===== config.mk =====
export PLATFORM = sky130hd
export DESIGN_NAME = smtk_div
export DESIGN_NICKNAME = d
export VERILOG_FILES = /design/src/rtl/smtk_pkg.sv /design/src/rtl/smtk_div.sv
export SDC_FILE = /design/constraint.sdc
export NUM_CORES = 1
export LEC_CHECK = 0
export ABC_AREA = 1
export BUFFER_PORTS_ARGS = -buffer_cell sky130_fd_sc_hd__buf_2
export CAP_MARGIN = 20
export CORE_ASPECT_RATIO = 1.4
export CORE_UTILIZATION = 30
export CTS_CLUSTER_DIAMETER = 120
export DETAILED_ROUTE_END_ITERATION = 7
export GPL_ROUTABILITY_DRIVEN = 0
export PLACE_DENSITY_LB_ADDON = 0.25
export SETUP_SLACK_MARGIN = 0.3
export SYNTH_ARGS = -nofsm -noshare
export SYNTH_HDL_FRONTEND = slang
export SYNTH_SLANG_ARGS = --single-unit

===== constraint.sdc =====
create_clock -name clk -period 3.4 [get_ports clk]
set_clock_uncertainty 0.05 [all_clocks]
set_input_delay 0.68 -clock clk [delete_from_list [all_inputs] [get_ports clk]]
set_output_delay 0.68 -clock clk [all_outputs]
set_load 0.05 [all_outputs]

===== src/rtl/smtk_pkg.sv =====
// shared constants, types and exp tables of the softmax top-k expert router
`default_nettype none
package smtk_pkg;

  localparam int MAX_EXPERTS = 256;
  localparam int MAX_PICKS   = 32;

  localparam int IDX_W  = $clog2(MAX_EXPERTS);
  localparam int CNT_W  = IDX_W + 1;
  localparam int PIX_W  = (MAX_PICKS > 1) ? $clog2(MAX_PICKS) : 1;
  localparam int PCNT_W = $clog2(MAX_PICKS) + 1;

  localparam int SCORE_W = 32;
  localparam int E_W     = 17;
  localparam int SUM_W   = IDX_W + E_W;
  localparam int PSUM_W  = $clog2(MAX_PICKS) + E_W;
  localparam int WGT_W   = 20;
  localparam int ID_W    = 8;
  localparam int DIV_W   = (SUM_W > WGT_W) ? SUM_W : WGT_W;
  localparam int NUM_W   = E_W + 16;
  localparam int QUO_W   = WGT_W + 1;

  localparam int CFG_IDX_W  = 3;
  localparam int CFG_DATA_W = 24;

  typedef enum logic [CFG_IDX_W-1:0] {
    REG_NUM_EXPERTS  = 3'd0,
    REG_NUM_USED     = 3'd1,
    REG_LOGIT_SCALE  = 3'd2,
    REG_CLAMP_LOW    = 3'd3,
    REG_CLAMP_HIGH   = 3'd4,
    REG_NORMALIZE_ON = 3'd5
  } cfg_reg_t;

  typedef struct packed {
    logic             vld;
    logic [IDX_W-1:0] idx;
  } smtk_tag_t;

  // exp(-i), Q1.16
  function automatic logic [16:0] exp_int(input logic [3:0] i);
    logic [16:0] r;
    case (i)
      4'd0:  r = 17'd65536;
      4'd1:  r = 17'd24109;
      4'd2:  r = 17'd8869;
      4'd3:  r = 17'd3263;
      4'd4:  r = 17'd1200;
      4'd5:  r = 17'd442;
      4'd6:  r = 17'd162;
      4'd7:  r = 17'd60;
      4'd8:  r = 17'd22;
      4'd9:  r = 17'd8;
      4'd10: r = 17'd3;
      4'd11: r = 17'd1;
      default: r = 17'd0;
    endcase
    return r;
  endfunction

  // exp(-j/16), Q1.16
  function automatic logic [16:0] exp_frac(input logic [3:0] j);
    logic [16:0] r;
    case (j)
      4'd0:  r = 17'd65536;
      4'd1:  r = 17'd61565;
      4'd2:  r = 17'd57835;
      4'd3:  r = 17'd54331;
      4'd4:  r = 17'd51039;
      4'd5:  r = 17'd47947;
      4'd6:  r = 17'd45042;
      4'd7:  r = 17'd42313;
      4'd8:  r = 17'd39750;
      4'd9:  r = 17'd37341;
      4'd10: r = 17'd35079;
      4'd11: r = 17'd32954;
      4'd12: r = 17'd30957;
      4'd13: r = 17'd29081;
      4'd14: r = 17'd27319;
      default: r = 17'd25664;
    endcase
    return r;
  endfunction

endpackage
`default_nettype wire


===== src/rtl/smtk_div.sv =====
// restoring divider, one quotient bit a cycle, saturating quotient
`default_nettype none
module smtk_div import smtk_pkg::*; (
  input  wire logic             clk,
  input  wire logic             rst_n,
  input  wire logic             start,
  input  wire logic [NUM_W-1:0] dividend,
  input  wire logic [DIV_W-1:0] divisor,
  output logic                  done,
  output logic      [WGT_W-1:0] quot
);

  logic             busy_r;
  logic             done_r;
  logic             sat_r;
  logic [4:0]       step_r;
  logic [DIV_W-1:0] divisor_r;
  logic [DIV_W-1:0] rem_r;
  logic [QUO_W-1:0] dvd_r;
  logic [QUO_W-1:0] quot_r;

  logic [DIV_W:0]   rem_sh;
  logic             ge;
  logic [DIV_W:0]   rem_sub;
  logic             ovf;

  assign rem_sh  = {rem_r, dvd_r[QUO_W-1]};
  assign ge      = rem_sh >= {1'b0, divisor_r};
  assign rem_sub = rem_sh - {1'b0, divisor_r};
  // quotient would not fit, zero divisor included
  assign ovf     = DIV_W'(dividend[NUM_W-1:QUO_W]) >= divisor;

  always_ff @(posedge clk) begin
    if (!rst_n) begin
      busy_r <= 1'b0;
      done_r <= 1'b0;
      step_r <= '0;
    end else begin
      done_r <= 1'b0;
      if (start) begin
        divisor_r <= divisor;
        rem_r     <= DIV_W'(dividend[NUM_W-1:QUO_W]);
        dvd_r     <= dividend[QUO_W-1:0];
        quot_r    <= '0;
        sat_r     <= ovf;
        step_r    <= '0;
        busy_r    <= !ovf;
        done_r    <= ovf;
      end else if (busy_r) begin
        rem_r  <= ge ? rem_sub[DIV_W-1:0] : rem_sh[DIV_W-1:0];
        dvd_r  <= {dvd_r[QUO_W-2:0], 1'b0};
        quot_r <= {quot_r[QUO_W-2:0], ge};
        step_r <= step_r + 5'd1;
        if (step_r == 5'(QUO_W - 1)) begin
          busy_r <= 1'b0;
          done_r <= 1'b1;
        end
      end
    end
  end

  assign done = done_r;
  assign quot = (sat_r || quot_r[QUO_W-1]) ? '1 : quot_r[WGT_W-1:0];

endmodule
`default_nettype wire


# --- Word level (Yosys, flattened, before mapping) ---
# Index checks and enable logic that the tools add are counted.
# Widths: inputs -> output; s select.
op_classes:
  addsub: 2
  order_cmp: 2
  eq_ne: 1
  n_mux: 13
  bitwise: 1
  reduce_logical: 6
op_table:
  columns: ["cell", "count"]
  rows:
  - ["$mux 21", 3]
  - ["$mux 25", 2]
  - ["$ge 26x25->1", 1]
  - ["$ge 12x25->1", 1]
  - ["$sub 25x25->25", 1]
  - ["$mux 20", 1]
  - ["$mux 12", 1]
  - ["$mux 1", 6]
  - ["$add 5x1->5 const B", 1]
  - ["$eq 5x5->1 const B", 1]
  - ["$reduce_and 2->1", 2]
  - ["$reduce_bool 2->1", 1]
  - ["$reduce_or 2->1", 1]
  - ["$logic_not 1->1", 1]
  - ["$logic_or 1x1->1", 1]
  - ["$not 1->1", 1]
totals:
  reg_bits: 100
  in_bits: 61
  output_inout_bits: 21
  elab_cells: 34

# --- Logic depth before layout (Yosys ltp) ---
# Gate-level depths: netlist of the first run.
logic_depth:
  ltp_word: 4
  depth_mapped: 15
  depth_no_buf: 15

# --- Worst setup path after synthesis of the first run ---
# No wires, ideal clock.
synth_timing:
  path_kind: "input to register"
  start: "input rst_n"
  end: "register dvd_r[0] (enable)"
  setup_ns: 0.427
  arrival_ns: 2.178
  slack_ns: 0.745
  cell_stages: 2
  path_buffers: 0
  cell_sequence: "nand2_1 -> nand2_1"
synth_via:
  elab_chain_cells: 1
synth_rtl:
  columns: ["element", "line", "text"]
  rows:
  - ["start, declared", "smtk_div.sv:5", "input wire logic rst_n,"]
  - ["$reduce_and 2->1 (no source line)", null, null]
  - ["end signal, assigned", "smtk_div.sv:43", "dvd_r <= dividend[QUO_W-1:0];"]
  - ["end signal, assigned", "smtk_div.sv:51", "dvd_r <= {dvd_r[QUO_W-2:0], 1'b0};"]
  - ["end, declared", "smtk_div.sv:19", "logic [QUO_W-1:0] dvd_r;"]
# Every way passes these cells.
# A chain may end at the register's enable or synchronous reset.

# --- Final worst setup path of the first run ---
layout_timing:
  start: "register rem_r[7]"
  end: "register rem_r[12] (data pin)"
layout_via:
  elab_chain_cells: 3
layout_rtl:
  columns: ["element", "line", "text"]
  rows:
  - ["start, declared", "smtk_div.sv:18", "logic [DIV_W-1:0] rem_r;"]
  - ["start signal, assigned", "smtk_div.sv:42", "rem_r <= DIV_W'(dividend[NUM_W-1:QUO_W]);"]
  - ["start signal, assigned", "smtk_div.sv:50", "rem_r <= ge ? rem_sub[DIV_W-1:0] : rem_sh[DIV_W-1:0];"]
  - ["$sub 25x25->25 / $ge 26x25->1 (equally long branches)", "smtk_div.sv:29, smtk_div.sv:28", null]
  - ["$mux 25 (*)", "smtk_div.sv:50", null]
  - ["$mux 25 (*)", "smtk_div.sv:49", "end else if (busy_r) begin"]
# Every way passes the cells marked *; elsewhere a longest branch is shown, timed or not. The select of a mux whose other input is x is not followed.

==> results of run 1 <==
[through the flow]
step           total power, mW  utilization  std cells  hold WS [ns]
6_report                  3.58        0.353       1279         0.418
5_1_grt                   3.80        0.353       1279         0.459
4_1_cts                   3.62        0.353       1279         0.413
3_5_place_dp              2.49        0.338       1263         0.394
3_3_place_gp              2.49        0.338       1263         0.394
2_1_floorplan             2.23            -        900         0.372
[layout make-up]
class	count	area, um^2	share of cell area
Multi-Input combinational cell	610	2990	0.388
Clock inverter	7	93.8	0.0122
Clock buffer	9	225	0.0292
Sequential cell	100	2930	0.380
Tap cell	297	372	0.0481
Timing Repair Buffer	88	470	0.0609
Inverter	168	631	0.0817
[cell usage in the layout, fill, tap and decap left out, types with 4 or more instances in the layout]
master / instances
clkbuf_16: 9
o21ai_1: 4
edfxtp_1: 93
buf_2: 81
a21oi_1: 24
nor3_1: 8
o21ai_0: 7
inv_1: 165
nand2_1: 310
dfxtp_1: 7
nand3b_1: 5
nand4_1: 36
xnor2_1: 7
buf_4: 6
xor2_1: 4
ha_1: 39
nand2_2: 5
nand3_1: 44
nor2_1: 100
[critical path: cells and delay by family, from the launching register on]
family,cells,cell delay (ns)
AND/OR/NAND/NOR,8,1.11
buffers and inverters,3,0.52
flip-flops,1,0.43
adder cells (fa/ha/maj),1,0.36
[cells by family (layout without fill, tap and decap cells)]
family                   after synthesis  in the layout  synth area share
AND/OR/NAND/NOR                      517            517             0.324
buffers and inverters                190            272             0.111
AO/OA/AOI/OAI                         42             42            0.0342
flip-flops                           100            100             0.440
XOR/XNOR                              11             11            0.0145
adder cells (fa/ha/maj)               40             40            0.0762
[layer usage]
metal,global-route usage,part of all wire
met5,0,0
met4,0.0686,0.028
met3,0.0234,0.035
met2,0.310,0.53
met1,0.181,0.41
[flip-flops by register name (all words and copies together) (netlist names)]
register / cells
divisor_r: 25
rem_r: 25
dvd_r: 21
quot_r: 21
step_r: 5
busy_r: 1
done: 1
sat_r: 1
[worst max-delay path by stage]
stage               depth (start not counted)  slack (ns)   endpoint  startpoint
floorplan                                   2        0.74   dvd_r[0]       rst_n
global route                               12        0.51  rem_r[13]    rem_r[4]
detailed placement                         12        0.74  rem_r[14]    rem_r[4]
finish                                     12        0.77  rem_r[12]    rem_r[7]
global placement                           10        0.77  rem_r[19]   rem_r[21]
CTS                                        12        0.71  rem_r[14]    rem_r[4]
[report_power, final]
| group | total [mW] | internal, mW | switching [mW] |
|---|---|---|---|
| Combinational | 0.957 | 0.320 | 0.637 |
| Clock | 1.12 | 0.593 | 0.524 |
| Sequential | 1.50 | 1.47 | 0.0344 |
[cell usage after synthesis (all sizes together), types with 4 or more instances]
cell type,count
nand2,315
inv,168
nor2,103
edfxtp,93
nand3,46
ha,39
nand4,36
a21oi,25
buf,16
o21ai,11
nor3,8
dfxtp,7
xnor2,7
clkbuf,6
nand3b,5
xor2,4
==> flow_summary_export.csv, run 1 <==
group,metric,value,unit
status,status,"finished, final reports clean",
yosys,synth_ff_type,"edfxtp_1",
worst_setup_path,r2r_setup_slack,0.77,ns
timing,setup_tns,0,ns
routing,vias,5769,
routing,wl,17800,um
global_route,grt_max_degree,68,
power_and_ir_drop,power_density,463,nW/um^2
timing,hold_viol,0,
worst_setup_path,crit_chain,"ha_1 > nand2_2 > inv_1 > nand2_1 > nand2_1 > inv_1 > nand3_2 > nand2_1 > nand3_2 > inv_2 > nor2_1 > nor2_1",
power_and_ir_drop,power_leakage,3.83,nW
layout,drive_above_1_share,0.121,
routing,wl_per_cell,13.9,um
global_route,grt_overflow_total,0,
yosys,ys_ff_latch,100,
power_and_ir_drop,max-vdd-ir-drop,237,uV
cts,cts_inserted_buffers,9,
min_path,holdPathEnd,"step_r[4]",
yosys,yosys_warnings,0,
timing,tightest_slew,0.890,ns
yosys,synth_area_leader_cell,"edfxtp_1",
layout,final_nets,1078,
timing,worst_slack,0.771,ns
timing,max-slew-margin-rel,0.406,
yosys,async_flop_share,0,
worst_setup_path,cpPeakStageDelay,0.43,ns
routing,via_per_inst,4.51,
worst_setup_path,crit_top_cell,"nand2_1",
routing,ant_nets,0,
layout,area_delta_synth_final,15.8,%
placed_design,dp_hpwl,13400,um
worst_setup_path,endpoint_kind,"flip-flop",
cts,htree_levels,3,
worst_setup_path,worstSetupPathType,"reg -> reg",
yosys,ys_types,35,
cts,postCtsHoldBufs,0,
yosys,seq_area_frac_synth,0.440,
yosys,netlist_area,6670,um^2
worst_setup_path,r2r_start,"rem_r[7]",
job,drv_cap,0,
min_path,hold_class,"reg -> reg",
yosys,avgSynthCellArea,7.41,um^2
timing,fmax,380,MHz
cts,clock_sinks,100,
die,ios,82,
timing,fin_crit_sh,0.773,
die,start_util,0.305,
die,num_rows,64,
worst_setup_path,required,3.56,ns
routing,drt_iter0_markers,300,
yosys,synth_edf_count,93,
die,die_area,22800,um^2
yosys,synth_area_leaders,"edfxtp_1 42%, nand2_1 18%, inv_1 9.3%, ha_1 7.3%, nor2_1 5.6%",
timing,final_max_slew_viol_count,0,
placed_design,port_buffers,81,
die,die_h,178,um
worst_setup_path,arrival,2.79,ns
cts,clockBufferDepth,2,
global_route,antenna_found_initial,0,
global_route,grt_util_all_layers,0.164,
timing,setup_viol,0,
cts,cts_tree,"yes",
timing,rsz0062_at_grt,"no",
min_path,holdCritStartpoint,"step_r[4]",
placed_design,place_ws,0.736,ns
routing,drc,0,
cts,post_cts_buffers,0,
worst_setup_path,crit_fanout,21,
worst_setup_path,reg2reg_depth,12,
global_route,grt_pass1_wl,28600,um
placed_design,postPlaceCellArea,7400,um^2
layout,design_area,7720,um^2
global_route,grt_pass1_vias,5711,
min_path,hold_depth,1,
cts,cts_resized,0,
yosys,syn_nets,1001,
cts,root_buffer,"clkbuf_16",
yosys,syn_inst,900,
worst_setup_path,crit_path_start_kind,"flip-flop",
worst_setup_path,critical_path.slowest_cell,"edfxtp_1",
timing,finalWorstPathRequiredPeriod,2.63,ns
routing,drt_pass1_iterations,4,
cts,path_clk_slew,0.08,ns
die,die_w,128,um
cts,worstSkewPairLatency,0.35,ns
die,coreArea,21900,um^2
yosys,synth_top_area_frac,0.419,
layout,n_antenna_cell,0,
layout,nFillCells,2349,
worst_setup_path,r2r-end,"rem_r[12]",
(Power assumes the default switching activity.)
==> run 2, diff against run 1 <==
Clock period 3.4 ns to 2.26 ns, I/O delays scaled along.
==> run 2 against run 1 <==
- combinational power is 110% higher
- non-clock buffer count increased by 61
- final cell count is 4.8% higher
- worst setup slack worse by 0.77 ns
- largest cell class unchanged
==> flow_summary_export.csv, run 2 (same netlist as run 1, synthesis figures left out) <==
group,metric,value,unit
timing,worst_slack,0.00461,ns
die,ios,82,
worst_setup_path,required,2.31,ns
timing,final_max_slew_viol_count,0,
timing,hold_viol,0,
cts,clockBufferDepth,2,
timing,fin_crit_sh,0.998,
placed_design,place_ws,-0.00635,ns
die,coreArea,21900,um^2
placed_design,port_buffers,81,
layout,design_area,8790,um^2
cts,clock_sinks,100,
die,die_area,22800,um^2
layout,layout_common_cells,"281 x nand2_1, 153 x inv_1, 93 x edfxtp_1",
die,die_w,128,um
die,die_h,178,um
cts,root_buffer,"clkbuf_16",
timing,fmax,443,MHz
layout,final_nets,1139,
worst_setup_path,crit_fanout,7,
layout,ff_latch_area,2930,um^2
layout,layout_commonest_cell,"nand2_1",
layout,n_antenna_cell,0,
cts,cts_tree,"yes",
placed_design,postPlaceCellArea,7720,um^2
global_route,grt_pass1_wl,28900,um
cts,htree_levels,3,
layout,nFillCells,2251,
cts,postCtsHoldBufs,0,
power_and_ir_drop,max-vdd-ir-drop,327,uV
die,num_rows,64,
timing,hold_ws,0.244,ns
status,status,"finished, final reports clean",
global_route,grt_overflow_total,0,
job,drv_cap,0,
layout,drive_above_1_share,0.265,
timing,rsz0062_at_grt,"yes",
min_path,hold_class,"in -> reg",
global_route,grt_max_degree,68,
cts,worstSkewPairLatency,0.35,ns
cts,path_clk_slew,0.07,ns
power_and_ir_drop,power_density,667,nW/um^2
layout,area_delta_synth_final,31.9,%
timing,setup_viol,0,
timing,tightest_slew,0.524,ns
global_route,grt_pass1_vias,5872,
power_and_ir_drop,power,5.86,mW
placed_design,placed_cells,1303,
layout,multi_input_area,3530,um^2
timing,finalWorstPathRequiredPeriod,2.26,ns
worst_setup_path,arrival,2.31,ns
die,start_util,0.305,
routing,drc,0,
global_route,grt_util_all_layers,0.164,
cts,cts_inserted_buffers,9,
worst_setup_path,endpoint_kind,"flip-flop",
routing,ant_nets,0,
routing,vias,6083,
layout,top_regs,"divisor_r (25), rem_r (25)",
routing,wl,18500,um
timing,max-slew-margin-rel,0.651,
worst_setup_path,crit_path_start_kind,"flip-flop",
routing,drt_pass1_iterations,5,
routing,drt_iter0_markers,274,
placed_design,dp_hpwl,13700,um
routing,wl_per_cell,13.8,um
layout,stdcell_count,1340,
routing,via_per_inst,4.54,
worst_setup_path,worstSetupPathType,"reg -> reg",
global_route,antenna_found_initial,0,
power_and_ir_drop,power_leakage,4.21,nW
-- run 2: changes by cell type in the layout (fill, tap and decap cells not counted), moves of 13 or more --
cell	before	now
buf_4	6	58
ha_1	39	16
ha_4	0	22
nand2_1	310	281
nand2_2	5	28
nor2_1	100	80
nor2_2	2	15
-- run 2: timing repair --
action / in CTS / in global routing
pin swaps: 13 / 27
buffers inserted: 14 / 5
setup endpoints to repair: 26 / 26
endpoints found under the hold margin: 0 / 0
gates cloned: 1 / 1
resized for setup: 56 / 64
-- run 2: per-stage QoR --
step	util	TNS [ns]
after floorplan	-	0
after global placement	0.353	0
after detailed placement	0.353	-0.00635
after CTS	0.387	0
after global routing	0.402	-0.626
final	0.402	0
-- run 2: path summary, 6_finish.rpt --
path          startpoint  depth (start not counted)  slack, ns            end
max            rem_r[22]                         11      0.005      rem_r[12]
min          divisor[11]                          1       0.24  divisor_r[11]
max reg2reg    rem_r[22]                         11      0.005      rem_r[12]
min reg2reg    step_r[4]                          1       0.40      step_r[4]
-- run 2: cell type report --
| type | count | area share |
|---|---|---|
| Clock buffer | 9 | 0.0256 |
| Clock inverter | 7 | 0.00797 |
| Inverter | 168 | 0.0726 |
| Multi-Input combinational cell | 610 | 0.401 |
| Sequential cell | 100 | 0.334 |
| Tap cell | 297 | 0.0423 |
| Timing Repair Buffer | 149 | 0.117 |
-- run 2: worst max-delay path, cell delays in order, from the launching register on --
cell and delay, ns:
edfxtp_1 0.46, ha_4 0.30, a21oi_2 0.16, nor2_1 0.06
nor2_1 0.14, nand2_2 0.09, a21oi_4 0.15, nand3_4 0.14
buf_12 0.16, buf_16 0.14, o21ai_1 0.12, nor2_1 0.05
-- run 2: power by group --
part / internal, mW / switching, mW / total [mW]
combinational: 0.861 / 1.17 / 2.03
sequential: 2.21 / 0.0749 / 2.28
clock: 0.779 / 0.767 / 1.55
-- run 2: metal layers --
metal / vias up / part of all wire / GRT usage / routed length [um]
met2: 137 / 0.53 / 0.312 / 9850
li1: 3115 / - / - / -
met5: - / 0 / 0 / 0
met4: 0 / 0.027 / 0.0662 / 506
met1: 2792 / 0.41 / 0.182 / 7510
met3: 39 / 0.034 / 0.0216 / 635
