## config.mk

```make
export PLATFORM = sky130hd
export DESIGN_NAME = smtk_exp
export DESIGN_NICKNAME = d
export VERILOG_FILES = /design/src/rtl/smtk_pkg.sv /design/src/rtl/smtk_exp.sv
export SDC_FILE = /design/constraint.sdc
export NUM_CORES = 1
export LEC_CHECK = 0
export BUFFER_PORTS_ARGS = -buffer_cell sky130_fd_sc_hd__buf_2
export CORE_UTILIZATION = 60
export DETAILED_ROUTE_END_ITERATION = 7
export GPL_TIMING_DRIVEN = 0
export HOLD_SLACK_MARGIN = 0.12
export PLACE_DENSITY = 0.84
export SETUP_SLACK_MARGIN = 0.1
export SLEW_MARGIN = 20
export SYNTH_ARGS = -nofsm -noshare
export SYNTH_HDL_FRONTEND = slang
export SYNTH_SLANG_ARGS = --single-unit
export TNS_END_PERCENT = 10
```

## constraint.sdc

```tcl
create_clock -name clk -period 11.3 [get_ports clk]
set_input_delay 0 -clock clk [delete_from_list [all_inputs] [get_ports clk]]
set_output_delay 0 -clock clk [all_outputs]
set_load 0.05 [all_outputs]
```

## src/rtl/smtk_pkg.sv

```systemverilog
// shared constants, types and exp tables of the softmax top-k expert router
`default_nettype none
package smtk_pkg;

  localparam int MAX_EXPERTS = 256;
  localparam int MAX_PICKS   = 32;

  localparam int IDX_W  = $clog2(MAX_EXPERTS);
  localparam int CNT_W  = IDX_W + 1;
  localparam int PIX_W  = (MAX_PICKS > 1) ? $clog2(MAX_PICKS) : 1;
  localparam int PCNT_W = $clog2(MAX_PICKS) + 1;

  localparam int SCORE_W = 32;
  localparam int E_W     = 17;
  localparam int SUM_W   = IDX_W + E_W;
  localparam int PSUM_W  = $clog2(MAX_PICKS) + E_W;
  localparam int WGT_W   = 20;
  localparam int ID_W    = 8;
  localparam int DIV_W   = (SUM_W > WGT_W) ? SUM_W : WGT_W;
  localparam int NUM_W   = E_W + 16;
  localparam int QUO_W   = WGT_W + 1;

  localparam int CFG_IDX_W  = 3;
  localparam int CFG_DATA_W = 24;

  typedef enum logic [CFG_IDX_W-1:0] {
    REG_NUM_EXPERTS  = 3'd0,
    REG_NUM_USED     = 3'd1,
    REG_LOGIT_SCALE  = 3'd2,
    REG_CLAMP_LOW    = 3'd3,
    REG_CLAMP_HIGH   = 3'd4,
    REG_NORMALIZE_ON = 3'd5
  } cfg_reg_t;

  typedef struct packed {
    logic             vld;
    logic [IDX_W-1:0] idx;
  } smtk_tag_t;

  // exp(-i), Q1.16
  function automatic logic [16:0] exp_int(input logic [3:0] i);
    logic [16:0] r;
    case (i)
      4'd0:  r = 17'd65536;
      4'd1:  r = 17'd24109;
      4'd2:  r = 17'd8869;
      4'd3:  r = 17'd3263;
      4'd4:  r = 17'd1200;
      4'd5:  r = 17'd442;
      4'd6:  r = 17'd162;
      4'd7:  r = 17'd60;
      4'd8:  r = 17'd22;
      4'd9:  r = 17'd8;
      4'd10: r = 17'd3;
      4'd11: r = 17'd1;
      default: r = 17'd0;
    endcase
    return r;
  endfunction

  // exp(-j/16), Q1.16
  function automatic logic [16:0] exp_frac(input logic [3:0] j);
    logic [16:0] r;
    case (j)
      4'd0:  r = 17'd65536;
      4'd1:  r = 17'd61565;
      4'd2:  r = 17'd57835;
      4'd3:  r = 17'd54331;
      4'd4:  r = 17'd51039;
      4'd5:  r = 17'd47947;
      4'd6:  r = 17'd45042;
      4'd7:  r = 17'd42313;
      4'd8:  r = 17'd39750;
      4'd9:  r = 17'd37341;
      4'd10: r = 17'd35079;
      4'd11: r = 17'd32954;
      4'd12: r = 17'd30957;
      4'd13: r = 17'd29081;
      4'd14: r = 17'd27319;
      default: r = 17'd25664;
    endcase
    return r;
  endfunction

endpackage
`default_nettype wire

```

## src/rtl/smtk_exp.sv

```systemverilog
// three-stage exp(-d) unit from integer and fraction tables
`default_nettype none
module smtk_exp import smtk_pkg::*; (
  input  wire logic              clk,
  input  wire logic              rst_n,
  input  wire smtk_tag_t         in_tag,
  input  wire logic [SCORE_W:0]  d,
  output smtk_tag_t              out_tag,
  output logic      [E_W-1:0]    e
);

  smtk_tag_t   t1_r, t2_r, t3_r;
  logic        z1_r, z2_r;
  logic [33:0] p1_r;
  logic [11:0] f1_r;
  logic [33:0] p2_r;
  logic [E_W-1:0] e_r;

  logic        zero;
  logic [33:0] r1;
  logic [E_W-1:0] e1;
  logic [33:0] r2;

  assign zero = (|d[SCORE_W:20]) || (d[19:16] >= 4'd12);
  assign r1   = p1_r + 34'd32768;
  assign e1   = r1[32:16];
  assign r2   = p2_r + 34'd32768;

  always_ff @(posedge clk) begin
    if (!rst_n) begin
      t1_r <= '0;
      t2_r <= '0;
      t3_r <= '0;
    end else begin
      t1_r <= in_tag;
      t2_r <= t1_r;
      t3_r <= t2_r;
    end
    p1_r <= 34'(exp_int(d[19:16]) * exp_frac(d[15:12]));
    f1_r <= d[11:0];
    z1_r <= zero;
    p2_r <= 34'(e1 * (17'd65536 - {5'd0, f1_r}));
    z2_r <= z1_r;
    e_r  <= z2_r ? '0 : r2[32:16];
  end

  assign out_tag = t3_r;
  assign e       = e_r;

endmodule
`default_nettype wire
```

==> Word level (Yosys, flattened, before mapping) <==
Memory sizes are Yosys's and may differ from the RTL's.
Cells that the tools add are included.
W data, S select, Z words.
{ "classes": {"shifts": 0, "n_mux": 0, "addsub": 3, "eq_ne": 0, "reduce_logical": 2, "n_mul": 2, "order_cmp": 1, "bitwise_logic": 0, "n_div": 0} }
{ "op_table": {"columns": ["op", "n"], "rows": [
  ["$add A33 B16 Y33 const B", 2],
  ["$mul A17 B17 Y33", 1],
  ["$mul A18 B18 Y33", 1],
  ["$sub A17 B12 Y18 const A", 1],
  ["$reduce_or A13 Y1", 1],
  ["$ge A4 B4 Y1 const B", 1],
  ["$logic_or A1 B1 Y1", 1]
]} }
{ "totals": {"latch_bits": 0, "ram_bits": 0, "regBits": 124, "mem_bits_ro": 512, "n_memories": 2} }
{ "mem_list": {"columns": ["memory", "depth", "width", "read_ports", "rd_ports_with_merged_regs", "write_ports", "line_no", "source"], "rows": [
  ["(name not given)", 16, 17, 1, 0, 0, "smtk_pkg.sv:64", "case (j)"],
  ["(name not given)", 16, 15, 1, 0, 0, "smtk_pkg.sv:43", "case (i)"]
]} }

==> Depth between registers and ports, before layout <==
Gate-level depths: netlist (run 1).
{ "depth": {"word_depth": 2, "ltp_mapped": 29, "ltp_nobuf": 27} }

==> Worst setup path after synthesis (run 1) <==
Ideal clock, no wire load.
{ "synth_timing": {"path_type": "flip-flop to flip-flop", "from": "register f1_r[0]", "to": "register p2_r[32]", "setup_time_ns": 0.125, "path_slack_ns": 3.784, "t_arrival_ns": 7.391, "path_stages_with_launch": 29, "n_path_buf": 3, "t_required_ns": 11.175, "path_cell_list": "dfxtp_1 -> buf_2 -> inv_1 -> clkbuf_1 -> ha_1 -> nor3b_1 -> nand2_1 -> xnor2_1 -> clkbuf_1 -> nor2_1 -> fa_1 -> inv_1 -> fa_1 -> fa_1 -> inv_1 -> fa_1 -> fa_1 -> inv_1 -> fa_1 -> inv_1 -> ha_1 -> a21o_1 -> a21o_1 -> a221oi_1 -> o21ai_2 -> a221oi_4 -> o21ai_2 -> o41ai_4 -> xnor2_1"} }
{ "synth_between": {"elab_chain_len": 2} }
{ "synth_rtl": {"columns": ["element", "line_no", "source"], "rows": [
  ["start, declared", "smtk_exp.sv:15", "logic [11:0] f1_r;"],
  ["start signal, assigned", "smtk_exp.sv:40", "f1_r <= d[11:0];"],
  ["$sub A17 B12 Y18", "smtk_exp.sv:42", "p2_r <= 34'(e1 * (17'd65536 - {5'd0, f1_r}));"],
  ["$mul A18 B18 Y33", "smtk_exp.sv:42", null],
  ["end signal, assigned", "smtk_exp.sv:42", null],
  ["end, declared", "smtk_exp.sv:16", "logic [33:0] p2_r;"]
]} }
Every way passes these cells.
A chain may end at the register's enable or synchronous reset.

==> Final worst setup path (run 1) <==
Same ends and word-level chain as after synthesis.

==> run_summary.xml, run 1 <==
<?xml version="1.0" encoding="UTF-8"?>
<metrics>
  <group name="die">
    <metric name="floorplan.io_pins" unit="">70</metric>
    <metric name="die_area" unit="µm²">35200</metric>
    <metric name="die_h" unit="µm">188</metric>
    <metric name="die_width" unit="µm">188</metric>
    <metric name="initial_core_utilization" unit="">0.613</metric>
    <metric name="placeable_core_area" unit="µm²">33700</metric>
    <metric name="placement_rows" unit="">67</metric>
  </group>
  <group name="finish">
    <metric name="multi_input_comb_area" unit="µm²">16400</metric>
    <metric name="area.sequential" unit="µm²">1880</metric>
    <metric name="nets" unit="">3170</metric>
    <metric name="commonest_non_fill_non_tap_cell_in_the_layout" unit="">sky130_fd_sc_hd__inv_1</metric>
    <metric name="filler_cell_count" unit="">2647</metric>
    <metric name="flow.area_growth_from_synthesis" unit="%">7.58</metric>
    <metric name="antenna_cells_inserted" unit="">0</metric>
    <metric name="layout.cells.most_common_list" unit="">577 x sky130_fd_sc_hd__inv_1, 410 x sky130_fd_sc_hd__fa_1, 353 x sky130_fd_sc_hd__nor2_1</metric>
    <metric name="drive_above_1_share" unit="">0.0523</metric>
  </group>
  <group name="setup_path">
    <metric name="ff2ff_path_depth" unit="">28</metric>
    <metric name="r2r_setup_slack" unit="ns">1.58</metric>
    <metric name="reg2reg_to" unit="">p2_r[32]</metric>
    <metric name="timing.critical_path.arrival" unit="ns">9.96</metric>
    <metric name="critical-path-max-stage-delay" unit="ns">0.98</metric>
    <metric name="worst_r2r_startpoint" unit="">f1_r[0]</metric>
    <metric name="critPathLaunchType" unit="">flip-flop</metric>
    <metric name="worst_setup_path_endpoint" unit="">p2_r[32]</metric>
    <metric name="critical_path_startpoint" unit="">f1_r[0]</metric>
    <metric name="worstPathRequired" unit="ns">11.54</metric>
    <metric name="critPathMaxFanout" unit="">10</metric>
    <metric name="end_kind" unit="">flip-flop</metric>
    <metric name="critical-path-top-cell-by-count" unit="">sky130_fd_sc_hd__fa_1</metric>
    <metric name="path_class" unit="">flip-flop to flip-flop</metric>
    <metric name="worst_path_max_delay_cell" unit="">sky130_fd_sc_hd__nor3b_1</metric>
  </group>
  <group name="flow_run">
    <metric name="drv_cap" unit="">0</metric>
  </group>
  <group name="cts">
    <metric name="cts-buffers-inserted" unit="">9</metric>
    <metric name="clock_sink_count" unit="">94</metric>
    <metric name="clock_transition_at_the_registers_of_the_reported_paths" unit="ns">0.09</metric>
    <metric name="cts_tree" unit="">done</metric>
    <metric name="htreeDepth" unit="">3</metric>
    <metric name="clock_tree.root_cell" unit="">sky130_fd_sc_hd__clkbuf_16</metric>
    <metric name="clk_latency" unit="ns">0.38</metric>
    <metric name="post_cts_resized" unit="">0</metric>
    <metric name="cts_max_path_buffers" unit="">2</metric>
    <metric name="buffers_inserted_by_post_cts_timing_repair" unit="">0</metric>
  </group>
  <group name="synthesis">
    <metric name="synth.top_cells.by_area" unit="">sky130_fd_sc_hd__fa_1 40%, sky130_fd_sc_hd__ha_1 15%, sky130_fd_sc_hd__inv_1 10%, sky130_fd_sc_hd__dfxtp_1 9.1%, sky130_fd_sc_hd__nor2_1 6.4%</metric>
    <metric name="syn-cell-area" unit="µm²">20600</metric>
    <metric name="ys_types" unit="">64</metric>
    <metric name="proportion_of_register_bits_with_asynchronous_set_or_reset_after_synthesis" unit="">0</metric>
    <metric name="synth.yosys.warnings" unit="">0</metric>
    <metric name="synthFlopType" unit="">sky130_fd_sc_hd__dfxtp_1</metric>
    <metric name="synth_enable_flop_cells" unit="">0</metric>
    <metric name="portion_of_synthesized_cell_area_occupied_by_the_leading_cell_type" unit="">0.398</metric>
    <metric name="syn-num-nets" unit="">3064</metric>
    <metric name="post-synth-top-area-cell" unit="">sky130_fd_sc_hd__fa_1</metric>
    <metric name="ys_seq_area_frac" unit="">0.0911</metric>
    <metric name="avgSynthCellArea" unit="µm²">8.76</metric>
    <metric name="syn-instance-count" unit="">2357</metric>
    <metric name="ys_ff_latch" unit="">94</metric>
  </group>
  <group name="timing">
    <metric name="final_min_period_over_clock_period" unit="">0.860</metric>
    <metric name="hold_violations" unit="">0</metric>
    <metric name="fin_crit" unit="ns">9.72</metric>
    <metric name="totalNegativeSetupSlack" unit="ns">0</metric>
    <metric name="finalMaxSlewViolations" unit="">0</metric>
    <metric name="skew" unit="ns">0.0190</metric>
    <metric name="worst-slew-pin-transition" unit="ns">1.22</metric>
    <metric name="grt_setup_unrepaired" unit="">false</metric>
    <metric name="report.final.setup_viol" unit="">0</metric>
    <metric name="max-slew-margin-rel" unit="">0.186</metric>
    <metric name="peak_clock_frequency_supported_by_timing" unit="MHz">103</metric>
  </group>
  <group name="global_routing">
    <metric name="maximum_number_of_pins_on_one_net_before_global_route_repair" unit="">19</metric>
    <metric name="global_route.overflow_total" unit="">0</metric>
    <metric name="grt_pass1_wl" unit="µm">84800</metric>
    <metric name="vias_in_the_first_global_route" unit="">17500</metric>
    <metric name="grt_antenna_before_repair" unit="">0</metric>
    <metric name="grt.total_usage" unit="">0.308</metric>
  </group>
  <group name="detailed_routing">
    <metric name="routed_wirelength" unit="µm">52300</metric>
    <metric name="routed_vias_inst" unit="">5.50</metric>
    <metric name="number_of_nets_still_failing_antenna_checks_after_routing" unit="">0</metric>
    <metric name="wl_per_cell" unit="µm">17.9</metric>
    <metric name="drt-pass1-iter-count" unit="">6</metric>
    <metric name="drcViolationCount" unit="">0</metric>
    <metric name="drt_iter0_markers" unit="">1230</metric>
    <metric name="detailroute.via_count" unit="">16000</metric>
  </group>
  <group name="place">
    <metric name="detailedPlacementHpwl" unit="µm">44000</metric>
    <metric name="io_buffer_count" unit="">67</metric>
    <metric name="gp_routability_congestion" unit="">1.00</metric>
  </group>
  <group name="min_path">
    <metric name="worst_hold_path_type" unit="">input pin to flip-flop</metric>
  </group>
  <group name="run_status">
    <metric name="run_status" unit="">finished, final reports clean</metric>
  </group>
</metrics>
flip-flops by register name, indices dropped and copies added (netlist names):
name,flops
e,17
p2_r,18
out_tag,9
f1_r,12
z2_r,1
t1_r,9
z1_r,1
p1_r,18
t2_r,9
cells in the mapped netlist (5+ instances only):
cell / number
sky130_fd_sc_hd__inv_1: 577
sky130_fd_sc_hd__fa_1: 410
sky130_fd_sc_hd__nor2_1: 353
sky130_fd_sc_hd__ha_1: 253
sky130_fd_sc_hd__nand2_1: 200
sky130_fd_sc_hd__dfxtp_1: 94
sky130_fd_sc_hd__and2_1: 54
sky130_fd_sc_hd__xnor2_1: 54
sky130_fd_sc_hd__clkbuf_1: 47
sky130_fd_sc_hd__xor2_1: 44
sky130_fd_sc_hd__a21oi_1: 33
sky130_fd_sc_hd__nand3_1: 21
sky130_fd_sc_hd__o21ai_0: 21
sky130_fd_sc_hd__nand2b_1: 19
sky130_fd_sc_hd__a21o_1: 16
sky130_fd_sc_hd__and3_1: 13
sky130_fd_sc_hd__nor3_1: 13
sky130_fd_sc_hd__o21a_1: 13
sky130_fd_sc_hd__or2_2: 12
sky130_fd_sc_hd__nand4_1: 9
sky130_fd_sc_hd__o21ai_1: 8
sky130_fd_sc_hd__buf_2: 7
sky130_fd_sc_hd__o21bai_1: 6
sky130_fd_sc_hd__a211oi_1: 5
sky130_fd_sc_hd__nor4_1: 5
metal layers:
metal,share of wire,GRT usage
met1,0.38,0.364
met2,0.50,0.558
met3,0.070,0.0419
met4,0.050,0.140
met5,0,0
metrics by stage:
step / util / hold WS [ns] / area, µm² / setup slack (ns) / cells
global placement: 0.639 / 0.102 / 21500 / 2.18 / 2872
detailed placement: 0.641 / 0.104 / 21600 / 1.98 / 2872
CTS: 0.658 / 0.242 / 22200 / 1.96 / 2916
floorplan: - / 0.0277 / 20600 / 3.78 / 2357
global route: 0.659 / 0.269 / 22200 / 1.30 / 2916
finish: 0.659 / 0.251 / 22200 / 1.58 / 2916
cell type report:
cell class | instances | area share
Buffer | 58 | 0.0104
Clock buffer | 9 | 0.0101
Clock inverter | 7 | 0.00422
Inverter | 578 | 0.0977
Multi-Input combinational cell | 1627 | 0.740
Sequential cell | 94 | 0.0847
Tap cell | 448 | 0.0252
Timing Repair Buffer | 95 | 0.0277
critical path: cells and delay by family (launching register included):
kind	cells	cell delay, ns
compound gates	7	1.59
xor+xnor	2	0.98
fa+ha+maj	8	3.70
buf+inv	8	1.60
flops	1	0.30
simple gates	3	1.38
worst min-delay path by stage:
| stage | startpoint | endpoint | slack, ns | cells after the start |
|---|---|---|---|---|
| after CTS | d[5] | f1_r[5] | 0.24 | 2 |
| after floorplan | d[0] | f1_r[0] | 0.03 | 0 |
| after global routing | d[4] | f1_r[4] | 0.27 | 2 |
| after detailed placement | d[3] | f1_r[3] | 0.10 | 1 |
| after global placement | d[0] | f1_r[0] | 0.10 | 1 |
| final | d[7] | f1_r[7] | 0.25 | 2 |
cell families (layout without fill, tap and decap cells):
group | after synthesis | count (layout) | synth area share
muxes | 4 | 4 | 0.00194
and+or+nand+nor | 725 | 725 | 0.152
DFF | 94 | 94 | 0.0911
xor gates and xnor gates | 98 | 98 | 0.0416
adders and majority gates | 663 | 663 | 0.551
buffers and inverters | 636 | 747 | 0.116
AOI/OAI and AO/OA | 137 | 137 | 0.0459
what timing repair did:
action,4_1_cts,5_1_grt
hold endpoints to repair,26,0
setup endpoints to repair,0,0
hold buffers,28,0
Power of run 1 is not shown: default switching activity piles up to over one toggle a cycle in this logic, so the estimate is an artifact.
==> run 2, diff against run 1 <==
- MAX_ROUTING_LAYER: not set -> met4
==> run 2 against run 1 <==
Fmax increased by 1.8%. Sequential share of layout area about the same. Cell area about the same. Critical endpoint is now p2_r[31]. Worst setup slack improved by 0.17 ns. Highest routed layer unchanged. Count of clock-buffer cells in the layout unchanged. Register-to-register slack improved by 0.17 ns.
==> run_summary.xml, run 2 (synthesis results as in run 1) <==
<?xml version="1.0" encoding="UTF-8"?>
<metrics>
  <group name="global_routing">
    <metric name="maximum_number_of_pins_on_one_net_before_global_route_repair" unit="">19</metric>
    <metric name="grt.total_usage" unit="">0.327</metric>
    <metric name="vias_in_the_first_global_route" unit="">17800</metric>
    <metric name="grt_antenna_before_repair" unit="">0</metric>
    <metric name="global_route.overflow_total" unit="">0</metric>
    <metric name="grt_pass1_wl" unit="µm">87200</metric>
  </group>
  <group name="timing">
    <metric name="final_min_period_over_clock_period" unit="">0.845</metric>
    <metric name="worst-slew-pin-transition" unit="ns">1.24</metric>
    <metric name="fin_crit" unit="ns">9.55</metric>
    <metric name="skew" unit="ns">0.0167</metric>
    <metric name="totalNegativeSetupSlack" unit="ns">0</metric>
    <metric name="hold_violations" unit="">0</metric>
    <metric name="peak_clock_frequency_supported_by_timing" unit="MHz">105</metric>
    <metric name="report.final.setup_viol" unit="">0</metric>
    <metric name="finalMaxSlewViolations" unit="">0</metric>
    <metric name="grt_setup_unrepaired" unit="">false</metric>
    <metric name="max-slew-margin-rel" unit="">0.166</metric>
  </group>
  <group name="min_path">
    <metric name="worst_hold_path_type" unit="">input pin to flip-flop</metric>
  </group>
  <group name="detailed_routing">
    <metric name="routed_wirelength" unit="µm">53300</metric>
    <metric name="number_of_nets_still_failing_antenna_checks_after_routing" unit="">0</metric>
    <metric name="detailroute.via_count" unit="">16000</metric>
    <metric name="drcViolationCount" unit="">0</metric>
    <metric name="drt_iter0_markers" unit="">1212</metric>
    <metric name="wl_per_cell" unit="µm">18.3</metric>
    <metric name="routed_vias_inst" unit="">5.50</metric>
    <metric name="drt-pass1-iter-count" unit="">6</metric>
  </group>
  <group name="cts">
    <metric name="htreeDepth" unit="">3</metric>
    <metric name="cts_tree" unit="">done</metric>
    <metric name="clock_tree.root_cell" unit="">sky130_fd_sc_hd__clkbuf_16</metric>
    <metric name="clk_latency" unit="ns">0.37</metric>
    <metric name="clock_transition_at_the_registers_of_the_reported_paths" unit="ns">0.07</metric>
    <metric name="cts-buffers-inserted" unit="">9</metric>
    <metric name="hold_fix_buffers_cts" unit="">28</metric>
    <metric name="post_cts_resized" unit="">0</metric>
    <metric name="buffers_inserted_by_post_cts_timing_repair" unit="">0</metric>
    <metric name="cts_max_path_buffers" unit="">2</metric>
    <metric name="clock_sink_count" unit="">94</metric>
  </group>
  <group name="die">
    <metric name="placeable_core_area" unit="µm²">33700</metric>
    <metric name="die_h" unit="µm">188</metric>
    <metric name="floorplan.io_pins" unit="">70</metric>
    <metric name="die_width" unit="µm">188</metric>
    <metric name="placement_rows" unit="">67</metric>
    <metric name="initial_core_utilization" unit="">0.613</metric>
    <metric name="die_area" unit="µm²">35200</metric>
  </group>
  <group name="finish">
    <metric name="commonest_non_fill_non_tap_cell_in_the_layout" unit="">sky130_fd_sc_hd__inv_1</metric>
    <metric name="nets" unit="">3171</metric>
    <metric name="antenna_cells_inserted" unit="">0</metric>
    <metric name="layout.cells.most_common_list" unit="">577 x sky130_fd_sc_hd__inv_1, 410 x sky130_fd_sc_hd__fa_1, 353 x sky130_fd_sc_hd__nor2_1</metric>
    <metric name="flow.area_growth_from_synthesis" unit="%">7.62</metric>
    <metric name="drive_above_1_share" unit="">0.0527</metric>
    <metric name="fin_cells" unit="">2917</metric>
  </group>
  <group name="setup_path">
    <metric name="worst_path_max_delay_cell" unit="">sky130_fd_sc_hd__nor3b_1</metric>
    <metric name="critPathLaunchType" unit="">flip-flop</metric>
    <metric name="critical-path-max-stage-delay" unit="ns">0.82</metric>
    <metric name="end_kind" unit="">flip-flop</metric>
    <metric name="timing.critical_path.arrival" unit="ns">9.79</metric>
    <metric name="critPathMaxFanout" unit="">10</metric>
    <metric name="worstPathRequired" unit="ns">11.55</metric>
    <metric name="path_class" unit="">flip-flop to flip-flop</metric>
  </group>
  <group name="place">
    <metric name="io_buffer_count" unit="">67</metric>
    <metric name="detailedPlacementHpwl" unit="µm">44700</metric>
    <metric name="gp_routability_congestion" unit="">1.02</metric>
    <metric name="numPlacedInstances" unit="">2873</metric>
  </group>
  <group name="flow_run">
    <metric name="drv_cap" unit="">0</metric>
  </group>
  <group name="run_status">
    <metric name="run_status" unit="">finished, final reports clean</metric>
  </group>
</metrics>
==> run 2: changes by cell type in the layout (fill, tap and decap cells not counted) <==
cell / change
sky130_fd_sc_hd__a21boi_0: -1
sky130_fd_sc_hd__buf_4: +1
sky130_fd_sc_hd__a21boi_1: +1
==> run 2: worst paths after layout <==
check | start | end | slack, ns | depth (start not counted)
max | f1_r[0] | p2_r[31] | 1.75 | 28
min | d[7] | f1_r[7] | 0.27 | 2
max reg2reg | f1_r[0] | p2_r[31] | 1.75 | 28
min reg2reg | z1_r | z2_r | 0.33 | 0
==> run 2: layer usage <==
metal  global-route usage  wire length [µm]  vias to the layer above
met3               0.0451              3830                      197
met4                0.143              2550                        0
met2                0.574             26800                      745
li1                     -                 -                     7218
met5                    -                 0                        -
met1                0.374             20100                     7869
==> run 2: critical path, delay by kind of cell, from the launching register on <==
| family | cells | cell delay (ns) |
|---|---|---|
| compound gates | 6 | 1.62 |
| xor+xnor | 2 | 0.97 |
| fa+ha+maj | 8 | 3.67 |
| buf+inv | 9 | 1.62 |
| flops | 1 | 0.30 |
| simple gates | 3 | 1.22 |
==> run 2: area by class of cell <==
class | count | area, µm²
buffer | 58 | 230
clock buffer | 9 | 225
clock inverter | 7 | 93.8
fill | 2685 | 11500
inverter | 578 | 2170
multi-input combinational | 1627 | 16400
sequential | 94 | 1880
tap | 448 | 561
timing repair buffer | 96 | 623
==> run 2: through the flow <==
stage	setup WS, ns	hold slack [ns]	util	cell area [µm²]
after global placement	2.09	0.102	0.639	21500
after detailed placement	1.91	0.104	0.641	21600
after floorplan	3.78	0.0277	-	20600
after CTS	1.89	0.253	0.659	22200
after global routing	1.47	0.272	0.659	22200
final	1.75	0.267	0.659	22200
Power of run 2 is left out for the same reason.
